<file path="src/design/ibc_pkg.sv">
// Shared types, constants and small divide helpers for the in-flight
// backpressure controller. No dependencies.
`timescale 1ns / 1ps
`default_nettype none

package ibc_pkg;

	localparam int unsigned COOLDOWN_TICKS = 2;
	localparam logic [1:0] COOLDOWN_LOAD = 2'(COOLDOWN_TICKS);

	localparam logic [1:0] KIND_START    = 2'd0;
	localparam logic [1:0] KIND_PRODUCED = 2'd1;
	localparam logic [1:0] KIND_CONSUMED = 2'd2;
	localparam logic [1:0] KIND_TICK     = 2'd3;

	localparam logic [1:0] CFG_WORKER_THREADS = 2'd0;
	localparam logic [1:0] CFG_MIN_PACK_LIMIT = 2'd1;
	localparam logic [1:0] CFG_PACK_BUDGET    = 2'd2;

	localparam logic [1:0] LEVEL_NONE = 2'd0;
	localparam logic [1:0] LEVEL_SOFT = 2'd1;
	localparam logic [1:0] LEVEL_HARD = 2'd2;

	localparam logic [27:0] WINDOW_US       = 28'd250000;
	localparam logic [31:0] MIN_BYTES       = 32'h0400_0000;
	localparam logic [31:0] MAX_BYTES       = 32'h8000_0000;
	localparam logic [39:0] BYTES_SAT       = 40'hFF_FFFF_FFFF;
	localparam logic [12:0] PACK_CEIL       = 13'd4096;
	localparam logic [11:0] START_PACK_CEIL = 12'd2048;
	localparam logic [6:0]  CHUNK_FLOOR     = 7'd4;
	localparam logic [6:0]  CHUNK_CEIL      = 7'd64;
	localparam logic [6:0]  CHUNK_RESET     = 7'd8;
	localparam logic [31:0] AVG_RESET       = 32'd262144;
	localparam logic [12:0] PACK_RESET      = 13'd128;
	localparam logic [8:0]  WT_RESET        = 9'd1;
	localparam logic [11:0] MINPL_RESET     = 12'd128;

	typedef struct packed {
		logic [12:0] pack_limit;
		logic [31:0] byte_limit;
		logic [6:0]  chunk_limit;
	} limits_t;

	typedef struct packed {
		logic [8:0]  worker_threads;
		logic [11:0] min_pack_limit;
		logic [31:0] pack_budget;
	} cfg_t;

	typedef struct packed {
		limits_t     lim;
		logic [15:0] packs;
		logic [39:0] bytes;
		logic [31:0] avg;
		logic        changed;
	} snap_t;

	typedef struct packed {
		limits_t    lim;
		logic       changed;
		logic [1:0] cooldown;
	} tune_res_t;

	typedef struct packed {
		limits_t     lim;
		logic [15:0] packs;
		logic [39:0] bytes;
		logic [44:0] prod;
		logic        changed;
	} s2_t;

	// floor(x/5) by reciprocal, exact for all 32-bit x
	function automatic logic [29:0] div5_32(input logic [31:0] x);
		logic [63:0] p;
		p = 64'(x) * 64'h0000_0000_CCCC_CCCD;
		return p[63:34];
	endfunction

	// floor(x/5), exact below 16384
	function automatic logic [10:0] div5_13(input logic [12:0] x);
		logic [25:0] p;
		p = 26'(x) * 26'd6554;
		return p[25:15];
	endfunction

	// floor(x/6), exact below 128
	function automatic logic [4:0] div6_7(input logic [6:0] x);
		logic [12:0] p;
		p = 13'(x) * 13'd43;
		return p[12:8];
	endfunction

	// floor(x/5), exact below 128
	function automatic logic [4:0] div5_7(input logic [6:0] x);
		logic [13:0] p;
		p = 14'(x) * 14'd103;
		return p[13:9];
	endfunction

endpackage

`default_nettype wire

</file>
<file path="src/design/ibc_level.sv">
// Pressure level from the in-flight counters, limits and pack-size product.
// Combinational; uses ibc_pkg.
`timescale 1ns / 1ps
`default_nettype none

module ibc_level (
	input  wire ibc_pkg::s2_t s2,
	output logic [1:0]        level
);

	logic [46:0] dyn3;
	logic [46:0] half;
	logic [46:0] dyn_lo;
	logic [31:0] dyn;
	logic [21:0] packs50, packs20;
	logic [18:0] pl49, pl17;
	logic [45:0] bytes50, bytes20, dyn49, dyn17;

	assign dyn3   = 47'(s2.prod) * 47'd3;
	assign half   = 47'(s2.lim.byte_limit[31:1]);
	assign dyn_lo = (dyn3 < half) ? half : dyn3;
	assign dyn    = (dyn_lo > 47'(ibc_pkg::MAX_BYTES)) ? ibc_pkg::MAX_BYTES : dyn_lo[31:0];

	assign packs50 = 22'(s2.packs) * 22'd50;
	assign packs20 = 22'(s2.packs) * 22'd20;
	assign pl49    = 19'(s2.lim.pack_limit) * 19'd49;
	assign pl17    = 19'(s2.lim.pack_limit) * 19'd17;
	assign bytes50 = 46'(s2.bytes) * 46'd50;
	assign bytes20 = 46'(s2.bytes) * 46'd20;
	assign dyn49   = 46'(dyn) * 46'd49;
	assign dyn17   = 46'(dyn) * 46'd17;

	always_comb begin
		if (s2.lim.pack_limit == 13'd0 || dyn == 32'd0)
			level = ibc_pkg::LEVEL_NONE;
		else if (packs50 >= 22'(pl49) || bytes50 >= dyn49)
			level = ibc_pkg::LEVEL_HARD;
		else if (packs20 >= 22'(pl17) || bytes20 >= dyn17)
			level = ibc_pkg::LEVEL_SOFT;
		else
			level = ibc_pkg::LEVEL_NONE;
	end

endmodule

`default_nettype wire

</file>
<file path="config.mk">
export PLATFORM = sky130hd
export DESIGN_NAME = ibc_level
export DESIGN_NICKNAME = d
export VERILOG_FILES = /design/src/design/ibc_pkg.sv /design/src/design/ibc_level.sv
export SDC_FILE = /design/constraint.sdc
export NUM_CORES = 1
export LEC_CHECK = 0
export ABC_AREA = 1
export CORE_ASPECT_RATIO = 0.6
export CORE_MARGIN = 2
export CORE_UTILIZATION = 60
export DETAILED_ROUTE_END_ITERATION = 6
export DONT_BUFFER_PORTS = 1
export PLACE_DENSITY_LB_ADDON = 0.1
export SYNTH_ARGS = -nofsm -noshare
export SYNTH_HDL_FRONTEND = slang
export SYNTH_SLANG_ARGS = --single-unit
</file>
<file path="constraint.sdc">
create_clock -name vclk -period 22.5
set_input_delay 0 -clock vclk [all_inputs]
set_output_delay 0 -clock vclk [all_outputs]
set_load 0.02 [all_outputs]
</file>
==> results of run 1 <==
-- metrics by stage --
stage / hold WS (ns) / std cells / setup slack (ns) / power [mW] / instance area [um^2]
2_1_floorplan: 0.421 / 3721 / 13.10 / 0.711 / 24000
3_3_place_gp: 0.610 / 4234 / 9.22 / 0.916 / 24500
3_5_place_dp: 0.633 / 4234 / 8.90 / 0.955 / 24500
4_1_cts: 0.638 / 4234 / 8.86 / 0.965 / 24500
5_1_grt: 0.716 / 4234 / 7.38 / 1.12 / 24500
6_report: 0.649 / 4234 / 8.51 / 0.994 / 24500
-- cell families after synthesis --
family | Yosys count | share of synthesized area (%)
AOI/OAI and AO/OA | 591 | 14.2
adders and majority gates | 751 | 41.6
and+or+nand+nor | 1312 | 22.8
xor gates and xnor gates | 218 | 7.97
buffers and inverters | 849 | 13.5
-- area by class of cell --
| type | count | area share, % |
|---|---|---|
| inverter | 837 | 12.8 |
| multi-input combinational | 2872 | 84.5 |
| tap | 522 | 2.66 |
| timing repair buffer | 3 | 0.0917 |
-- worst max path at each step --
stage / slack (ns) / endpoint / cells past startpoint / from
3_3_place_gp: 9.22 / level[0] / 69 / s2[1]
3_5_place_dp: 8.90 / level[0] / 69 / s2[1]
2_1_floorplan: 13.10 / level[0] / 74 / s2[1]
4_1_cts: 8.86 / level[0] / 69 / s2[1]
5_1_grt: 7.38 / level[0] / 67 / s2[1]
6_report: 8.51 / level[0] / 67 / s2[1]
-- cells in the final DEF (no fill, tap or decap), types with 11 or more instances in the layout --
cell,instances
nor4_1,13
fa_1,75
o21bai_1,33
ha_1,676
o211ai_1,18
a21oi_1,320
inv_1,830
nand4_1,38
xor2_1,138
nand3_1,139
a21o_1,11
xnor2_1,80
o21a_1,18
nor2_1,294
nor3_1,24
a31oi_1,26
nor2_2,12
nand2_1,746
a31o_2,14
o21ai_0,100
nand2_2,15
-- power by group --
group / switching, mW / total, mW / leakage [nW] / internal [mW]
registers: 0 / 0 / 0 / 0
logic: 0.630 / 0.994 / 14.9 / 0.364
clock network: 0 / 0 / 0 / 0
-- metal layers --
| layer | part of all wire, % | global-route usage (%) | vias up | wire (um) |
|---|---|---|---|---|
| li1 | - | - | 12100 | - |
| met1 | 48 | 57.1 | 11100 | 37600 |
| met2 | 35 | 47.9 | 1133 | 27600 |
| met3 | 15 | 14.4 | 55 | 11900 |
| met4 | 0.99 | 3.36 | 4 | 771 |
| met5 | 0.33 | 4.71 | - | 259 |
==> results.yml, run 1 <==
layout:
  diodes: 0
  multi_input_area_um2: 20700
  fill_cells: 3755
  fin_nets: 4619
  clockBufferCount: 0
  drive_above_1_share_pct: 1.78
  design.seq.count: 0
  final_util_pct: 62.6
  synthToLayoutAreaGrowth_pct: 2.42
  regArea_um2: 0
setup_path:
  start_kind: "input pin"
  crit_required_ns: 22.50
  crit_type: "in2out"
  slowest_stage: "nand3_1"
  critPathArrivalTime_ns: 13.99
  critPathTopFamily: "simple AND/OR/NAND/NOR gates"
  cp_common_cell: "nor2_1"
  path_max_fanout: 32
  end_kind: "output pin"
  slowest_delay_ns: 0.91
  path_buf_inv: 6
global_route:
  grt_max_degree: 33
  grt_pass1_vias: 23000
  grt_pass1_wl_mm: 122
  track_usage_pct: 36.9
  antenna_found_initial: 0
  grt_remaining_overflow: 0
sta:
  finalSetupTns_ns: 0
  worstMarginPinSlew_ns: 1.29
  setup_viol: 0
  max_freq_ghz: 0.0715
  hold_viol: 0
  finalCritPeriodShare_pct: 62.2
  grt_setup_unrepaired: "no"
  slew_headroom_pct: 13.9
  report.final.slew_viol_count: 0
  period_needed_ns: 13.99
detailed_routing:
  via_per_inst: 5.74
  via_count: 24300
  drc: 0
  routed_wl_mm: 78.1
  wl_per_cell_um: 18.5
  firstDrtPassIters: 6
  drt-initial-drc-count: 2509
  ant_nets: 0
min_path:
  min_to: "level[0]"
  min_from: "s2[101]"
  min_path_cells: 8
  hold_class: "in2out"
yosys:
  synth.yosys.warnings: 0
  netlist.area_leader.share_pct: 35.3
  synth.largest_area_cell: "ha_1"
  synth_nets: 4626
  synth_area_per_cell_um2: 6.44
  netlist_top_cells_count: "inv_1, nand2_1, ha_1"
  netlist_area_um2: 24000
  synth_area_leaders: "ha_1, inv_1, nand2_1"
  synth_cell_types: 51
  synth.most_common_cell: "inv_1"
  synthCells: 3721
  seq_area_frac_synth_pct: 0
placement:
  port_buffers: 0
  gp_congestion: 1.13
  dp_hpwl_mm: 69.9
pwr:
  power_density_nw_per_um2: 40.5
  p_leak_nw: 14.9
  vdd_drop_max_v: 0.0000302
clock_tree:
  cts_resized: 0
  hold_buffers: 0
  post-cts-setup-buffers: 0
status:
  run_status: "finished, final reports clean"
run:
  drv_cap: 0
floorplanning:
  coreArea_um2: 39200
  die_y_um: 159
  dieArea_um2: 41600
  rows: 56
  initial_core_util_pct: 61.1
  chipWidth_um: 262
  io_pins: 156
(Power assumes the default switching activity.)
==> run 2, diff against run 1 <==
==> constraint.sdc (replaced) <==
create_clock -name vclk -period 11.7
set_input_delay 0 -clock vclk [all_inputs]
set_output_delay 0 -clock vclk [all_outputs]
set_load 0.02 [all_outputs]
==> results.yml, run 2 (same netlist as run 1, synthesis figures left out) <==
status:
  run_status: "complete, but fails checks"
  failed_checks: "design-rule violations"
global_route:
  busiest_layer: "met1"
  antenna_found_initial: 1
  met1_usage_pct: 59.6
  grt_use_met2_pct: 50.6
  grt_pass1_wl_mm: 125
  track_usage_pct: 37.8
  use_met3_pct: 11.2
  grt_remaining_overflow: 0
  grt_pass1_vias: 23700
  grt_max_degree: 29
detailed_routing:
  firstDrtPassIters: 7
  ant_nets: 0
  drt-initial-drc-count: 2893
  wl_per_cell_um: 18.8
  via_per_inst: 5.80
  drc: 2
  via_count: 24700
  routed_wl_mm: 80.0
min_path:
  min_to: "level[0]"
  min_path_cells: 7
  hold_class: "in2out"
  min_from: "s2[101]"
sta:
  slew_headroom_pct: 35.6
  finalCritPeriodShare_pct: 93.7
  period_needed_ns: 10.96
  grt_setup_unrepaired: "no"
  report.final.slew_viol_count: 0
  max_freq_ghz: 0.0913
  setup_viol: 0
  finalSetupTns_ns: 0
  hold_viol: 0
  worstMarginPinSlew_ns: 0.959
layout:
  fill_cells: 3671
  final_cell_mix: "inv_1, nand2_1, ha_1"
  clockBufferCount: 0
  final_util_pct: 63.4
  final_common_cell: "inv_1"
  drive_above_1_share_pct: 3.02
  fin_nets: 4647
  design.seq.count: 0
  regArea_um2: 0
  diodes: 0
  synthToLayoutAreaGrowth_pct: 3.83
setup_path:
  cp_common_cell: "nand2_1"
  path_buf_inv: 4
  critPathTopFamily: "simple AND/OR/NAND/NOR gates"
  slowest_delay_ns: 0.41
  path_max_fanout: 14
  crit_required_ns: 11.70
  critPathArrivalTime_ns: 10.96
  end_kind: "output pin"
  start_kind: "input pin"
  slowest_stage: "fa_1"
  crit_type: "in2out"
floorplanning:
  dieArea_um2: 41600
  coreArea_um2: 39200
  die_y_um: 159
  initial_core_util_pct: 61.1
  chipWidth_um: 262
  io_pins: 156
  rows: 56
pwr:
  total_power_mw: 1.93
  p_leak_nw: 15.1
  vdd_drop_max_v: 0.0000503
  power_density_nw_per_um2: 77.4
placement:
  port_buffers: 0
  dp_hpwl_mm: 71.3
  gp_congestion: 1.15
run:
  drv_cap: 0
clock_tree:
  hold_buffers: 0
-- run 2: cell types whose count changed in the layout (fill, tap and decap cells not counted), moves of 3 or more --
| cell | before | now |
|---|---|---|
| nand3_1 | 139 | 135 |
| buf_4 | 3 | 27 |
| a21oi_2 | 0 | 4 |
| nand3_2 | 6 | 9 |
| a21oi_1 | 320 | 315 |
-- run 2: report_power, final --
group | switching, mW | internal (mW)
registers | 0 | 0
clock network | 0 | 0
logic | 1.22 | 0.706
total | 1.22 | 0.706
-- run 2: worst max path at each step --
stage | start | slack [ns] | cells after the start | endpoint
after floorplan | s2[1] | 2.30 | 74 | level[0]
after global placement | s2[1] | 1.03 | 71 | level[0]
after detailed placement | s2[1] | 0.79 | 72 | level[0]
after CTS | s2[1] | 0.73 | 75 | level[0]
after global routing | s2[4] | 0.02 | 73 | level[0]
final | s2[4] | 0.74 | 67 | level[0]
-- run 2: timing repair --
action / CTS / global route
resized for setup: 0 / 26
buffers inserted: 0 / 4
endpoints found under the setup margin: 0 / 2
-- run 2: final cells by class --
cell class	count	area, um^2	area share, %
inverter	837	3140	12.6
timing repair buffer	30	245	0.985
tap	522	653	2.62
multi-input combinational	2873	20800	83.8
-- run 2: metal layers --
layer	vias to the layer above	share of wire (%)	routed length, um
met4	2	1.2	974
met1	11300	49	39300
met3	93	14	10900
met2	1164	36	28700
met5	-	0.011	9
li1	12100	-	-
-- run 2: metrics by stage --
| step | instances | hold WS [ns] | setup slack (ns) | area, um^2 |
|---|---|---|---|---|
| after floorplan | 3721 | 0.421 | 2.30 | 24000 |
| after global placement | 4257 | 0.656 | 1.03 | 24700 |
| after detailed placement | 4257 | 0.661 | 0.787 | 24700 |
| after CTS | 4257 | 0.669 | 0.727 | 24700 |
| after global routing | 4262 | 0.684 | 0.0243 | 24900 |
| final | 4262 | 0.676 | 0.742 | 24900 |
